--- src/rtl/fbpa_pkg.sv ---
// Shared types and constants for the fixed block pool allocator.
// No dependencies; every file but fbpa_ram imports this package.
package fbpa_pkg;

  localparam int MAX_CELLS = 1024;
  localparam int ADDR_BITS = 32;
  localparam int SIZE_W    = 17;
  localparam int CNT_W     = 11;
  localparam int PTR_W     = $clog2(MAX_CELLS);
  localparam int OCC_W     = $clog2(MAX_CELLS + 1);
  localparam int SUM_W     = ((OCC_W > CNT_W) ? OCC_W : CNT_W) + 1;
  localparam int PROD_W    = CNT_W + SIZE_W;
  localparam int CFG_IDX_W = 2;
  localparam int CFG_DAT_W = 32;

  typedef logic [ADDR_BITS-1:0] addr_t;
  typedef logic [SIZE_W-1:0]    size_t;
  typedef logic [CNT_W-1:0]     cnt_t;
  typedef logic [PTR_W-1:0]     ptr_t;
  typedef logic [OCC_W-1:0]     occ_t;
  typedef logic [SUM_W-1:0]     sum_t;

  typedef enum logic [CFG_IDX_W-1:0] {
    CFG_POOL_BASE  = 2'd0,
    CFG_CELL_SIZE  = 2'd1,
    CFG_CELL_COUNT = 2'd2
  } cfg_idx_e;

  typedef enum logic {
    REQ_ALLOC = 1'b0,
    REQ_FREE  = 1'b1
  } req_e;

  typedef enum logic [1:0] {
    STAT_OK       = 2'd0,
    STAT_EMPTY    = 2'd1,
    STAT_OVERFLOW = 2'd2
  } status_e;

  typedef enum logic {
    S_IDLE,
    S_FETCH
  } state_e;

  typedef struct packed {
    logic  req_type;
    addr_t block_addr;
  } in_t;

  typedef struct packed {
    status_e status;
    addr_t   alloc_addr;
    cnt_t    free_blocks;
  } out_t;

  // Configuration view handed from the register block to the core.
  typedef struct packed {
    logic  busy;
    logic  apply;
    addr_t carve_start;
    cnt_t  cell_count;
    size_t blk_size;
  } cfg_t;

endpackage

--- src/rtl/fbpa_cfg.sv ---
// Configuration registers and the pool reinitialization pipeline.
// Depends on fbpa_pkg.
module fbpa_cfg
  import fbpa_pkg::*;
(
  input  logic                 clk_i,
  input  logic                 rst_ni,
  input  logic                 cfg_valid_i,
  output logic                 cfg_ready_o,
  input  logic [CFG_IDX_W-1:0] cfg_index_i,
  input  logic [CFG_DAT_W-1:0] cfg_data_i,
  output cfg_t                 cfg_o
);

  addr_t             pool_base_q, pool_base_d;
  size_t             blk_size_q, blk_size_d;
  cnt_t              cell_count_q, cell_count_d;
  logic [PROD_W-1:0] product_q;
  addr_t             start_q;
  logic [2:0]        pend_q, pend_d;
  logic              hit;

  assign cfg_ready_o = 1'b1;

  always_comb begin
    pool_base_d  = pool_base_q;
    blk_size_d   = blk_size_q;
    cell_count_d = cell_count_q;
    hit          = 1'b0;
    if (cfg_valid_i) begin
      unique case (cfg_index_i)
        CFG_POOL_BASE: begin
          pool_base_d = ADDR_BITS'(cfg_data_i);
          hit         = 1'b1;
        end
        CFG_CELL_SIZE: begin
          blk_size_d = cfg_data_i[SIZE_W-1:0];
          hit        = 1'b1;
        end
        CFG_CELL_COUNT: begin
          cell_count_d = cfg_data_i[CNT_W-1:0];
          hit          = 1'b1;
        end
        default: hit = 1'b0;
      endcase
    end
    // Restart the product/sum pipeline on every valid write to a mapped register.
    pend_d = {pend_q[1:0], hit};
  end

  always_ff @(posedge clk_i or negedge rst_ni) begin
    if (!rst_ni) begin
      pool_base_q  <= '0;
      blk_size_q   <= SIZE_W'(8);
      cell_count_q <= '0;
      pend_q       <= '0;
    end else begin
      pool_base_q  <= pool_base_d;
      blk_size_q   <= blk_size_d;
      cell_count_q <= cell_count_d;
      pend_q       <= pend_d;
    end
  end

  // Top of the pool: base + count * size, multiply and add in separate stages.
  always_ff @(posedge clk_i) begin
    product_q <= PROD_W'(cell_count_q) * PROD_W'(blk_size_q);
    start_q   <= pool_base_q + ADDR_BITS'(product_q);
  end

  assign cfg_o.busy        = |pend_q;
  assign cfg_o.apply       = pend_q[2];
  assign cfg_o.carve_start = start_q;
  assign cfg_o.cell_count  = cell_count_q;
  assign cfg_o.blk_size    = blk_size_q;

endmodule

--- config.mk ---
export PLATFORM = sky130hd
export DESIGN_NAME = fbpa_cfg
export DESIGN_NICKNAME = d
export VERILOG_FILES = /design/src/rtl/fbpa_pkg.sv /design/src/rtl/fbpa_cfg.sv
export SDC_FILE = /design/constraint.sdc
export NUM_CORES = 1
export LEC_CHECK = 0
export BUFFER_PORTS_ARGS = -buffer_cell sky130_fd_sc_hd__buf_4
export CAP_MARGIN = 5
export CORE_ASPECT_RATIO = 2
export CORE_UTILIZATION = 54
export CTS_BUF_LIST = sky130_fd_sc_hd__clkbuf_4 sky130_fd_sc_hd__clkbuf_8 sky130_fd_sc_hd__clkbuf_16
export CTS_CLUSTER_DIAMETER = 40
export DETAILED_ROUTE_END_ITERATION = 6
export HOLD_SLACK_MARGIN = 0.03
export PLACE_DENSITY = 0.73
export SETUP_SLACK_MARGIN = 0.3
export SYNTH_ARGS = -nofsm -noshare
export SYNTH_HDL_FRONTEND = slang
export SYNTH_SLANG_ARGS = --single-unit
--- constraint.sdc ---
create_clock -name clk_i -period 5.75 [get_ports clk_i]
set_input_delay 0.2875 -clock clk_i [delete_from_list [all_inputs] [get_ports clk_i]]
set_output_delay 0.2875 -clock clk_i [all_outputs]
set_load 0.02 [all_outputs]
==> flow_metrics.env <==
export IMPL_outcome="finished clean"
export IMPL_synthMuxAreaShare=0.06264
export IMPL_layout_cells_most_common="inv_1"
export IMPL_cp_data_required_time_ns=6.05
export IMPL_io_pins=100
export IMPL_worst_pin_slew_ns=1.261
export IMPL_synthXorXnorAreaFrac=0.03654
export IMPL_rsz0062_at_grt="yes"
export IMPL_dr_first_iter_drc_count=346
export IMPL_clock_path_buffers=2
export IMPL_synth_area_sq_um=11270
export IMPL_cts_sinks=123
export IMPL_fp_dieH_um=206.3
export IMPL_path_max_fanout=8
export IMPL_async_reset_ff_frac=0.5122
export IMPL_portBuffers=98
export IMPL_synthSimpleGateAreaFrac=0.1332
export IMPL_die_area_sq_um=21480
export IMPL_hold_viol=0
export IMPL_synth_compound_area_frac=0.09951
export IMPL_worst_r2r_cell_count=16
export IMPL_grt_overflow=0
export IMPL_path_clk_slew_ns=0.06
export IMPL_crit_start="cell_count_q[8]"
export IMPL_synth_edf_count=0
export IMPL_hp_class="in2reg"
export IMPL_syn_avg_cell_area_sq_um=9.679
export IMPL_nets=1546
export IMPL_synth_distinct_cells=63
export IMPL_rows=74
export IMPL_synth_fp_nets=1430
export IMPL_tns_ns=0
export IMPL_first_pass_iters=7
export IMPL_grt_max_degree=64
export IMPL_worstSetupEndpointType="register"
export IMPL_drc=0
export IMPL_cts_tree="done"
export IMPL_synth_ff_latch_count=123
export IMPL_syn2layout_area_growth_pct=16.57
export IMPL_htreeDepth=4
export IMPL_crit_arrival_ns=5.65
export IMPL_synth_fa_ha_area_frac=0.3443
export IMPL_synth_main_ff_cell="dfrtp_1"
export IMPL_core_area_sq_um=20460
export IMPL_synth_seq_area_share=0.2467
export IMPL_crit_end="product_q[24]"
export IMPL_ant_nets=0
export IMPL_max_slew_margin=0.1566
export IMPL_reg2reg_from="cell_count_q[8]"
export IMPL_fin_skew_ns=0.008267
export IMPL_gp_congestion=0.9246
export IMPL_grt_pass1_vias=9064
export IMPL_grt_use_total=0.2714
export IMPL_cts_buffers=17
export IMPL_start_kind="register"
export IMPL_via_per_inst=5.521
export IMPL_antenna_cells=0
export IMPL_antenna_found_initial=0
export IMPL_setup_violations=0
export IMPL_fin_crit_sh=0.9294
export IMPL_max_freq_mhz=187.1
export IMPL_clock_latency_ns=0.43
export IMPL_initial_core_util=0.5506
export IMPL_path_class="reg2reg"
export IMPL_grt_pass1_wl_um=44150
export IMPL_wl_per_cell_um=18.08
export IMPL_vias=8601
export IMPL_wirelength_um=28160
export IMPL_clock_root_buffer="clkbuf_16"
export IMPL_dp_hpwl_um=21790
export IMPL_synth_top_family_by_area="adder cells"
export IMPL_r2r_end="product_q[24]"
export IMPL_fin_crit_ns=5.344
export IMPL_slew_violations=0
export IMPL_synthCells=1164
export IMPL_fillers=1737
export IMPL_drv_cap=0
export IMPL_yosys_warnings=0
export IMPL_die_w_um=104.1
export IMPL_mostFrequentLayoutCells="180 x inv_1, 139 x buf_4, 136 x nand2_1, 135 x fa_1, 92 x ha_1"
export IMPL_r2r_slack_ns=0.41
export IMPL_drive_gt1_frac=0.2082
==> cell families after synthesis <==
family,Yosys count
buffers and inverters,228
AOI/OAI and AO/OA,169
and+or+nand+nor,304
other,1
DFF,123
xor gates and xnor gates,47
adders and majority gates,229
muxes,63
==> synthesized netlist by cell type (all sizes together), types with 4 or more instances <==
master  count  share of area
a21oi      53          0.024
fa        135           0.24
nor2b       5         0.0034
xor2       14          0.011
o21ai      33          0.015
a41oi       4         0.0038
o31a        5         0.0040
and2       91          0.051
and3        4         0.0022
dfxtp      60           0.11
ha         94           0.10
nor3       11         0.0049
a21o       19          0.013
clkbuf     45          0.015
o21a        7         0.0047
xnor2      33          0.026
a211oi      7         0.0056
dfrtp      62           0.14
nand2     136          0.045
nor2       26         0.0087
nand3b      5         0.0033
or3         4         0.0022
mux2       60          0.060
nand3      11         0.0049
a31oi       7         0.0039
inv       180          0.060
o21bai      9         0.0060
==> state kept, by name, indices dropped and copies added (netlist names) <==
name          cells
start_q          32
pool_base_q      32
pend_q            3
blk_size_q       17
cell_count_q     11
product_q        28
==> critical path, cell delays in order, from the launching register on <==
cell      delay (ns)
dfrtp_4         0.53
and2_1          0.19
fa_1            0.48
fa_1            0.52
fa_1            0.53
fa_1            0.63
inv_1           0.08
fa_1            0.54
inv_1           0.08
ha_4            0.27
a21oi_2         0.14
nor2b_1         0.06
o21a_1          0.17
or4_4           0.42
a41oi_2         0.26
mux2i_1         0.24
a311oi_1        0.06
==> per-stage QoR <==
stage / area (sq um) / hold WS [ns] / util / cells / setup WS (ns)
6_report: 13130 / 0.07800 / 0.6418 / 1558 / 0.4062
5_1_grt: 13130 / 0.07623 / 0.6418 / 1558 / 0.2371
4_1_cts: 12850 / 0.06380 / 0.6282 / 1530 / 0.3118
3_5_place_dp: 12280 / 0.3555 / 0.6003 / 1498 / 0.06836
3_3_place_gp: 12280 / 0.3575 / 0.6003 / 1498 / 0.2369
2_1_floorplan: 11270 / -0.008091 / - / 1164 / 0.3317
==> how the worst min path moves through the flow <==
| stage | slack, ns | cells past startpoint | startpoint | end |
|---|---|---|---|---|
| 6_report | 0.08 | 2 | cfg_index_i[1] | pend_q[0] |
| 4_1_cts | 0.06 | 2 | cfg_index_i[1] | pend_q[0] |
| 2_1_floorplan | -0.008 | 0 | rst_ni | blk_size_q[0] |
| 5_1_grt | 0.08 | 2 | cfg_index_i[1] | pend_q[0] |
| 3_3_place_gp | 0.36 | 0 | pend_q[1] | pend_q[2] |
| 3_5_place_dp | 0.36 | 0 | pend_q[0] | pend_q[1] |
==> area by class of cell <==
cell class / instances / area [sq um] / area share
clock buffers: 23 / 476.7 / 0.03630
multi-input cells: 813 / 7672 / 0.5842
inverters: 180 / 675.6 / 0.05145
flip-flops and latches: 123 / 2811 / 0.2141
well taps: 266 / 332.8 / 0.02534
clock inverters: 8 / 71.32 / 0.005431
repair buffers: 145 / 1092 / 0.08317
==> metal layers <==
layer | global-route usage | wire [um]
met5 | 0 | 0
met2 | 0.5288 | 15560
met1 | 0.2677 | 9903
met3 | 0.04730 | 1277
met4 | 0.1500 | 1424
==> what timing repair did <==
action	CTS	global route
pin swaps	0	9
endpoints found under the hold margin	62	0
gates resized for setup	10	23
endpoints found under the setup margin	5	9
buffers inserted	0	28
hold buffers	1	0
Power is left out: the tool's default activity adds up to more than one toggle a clock period on the data nets, which glitch-free logic cannot reach.
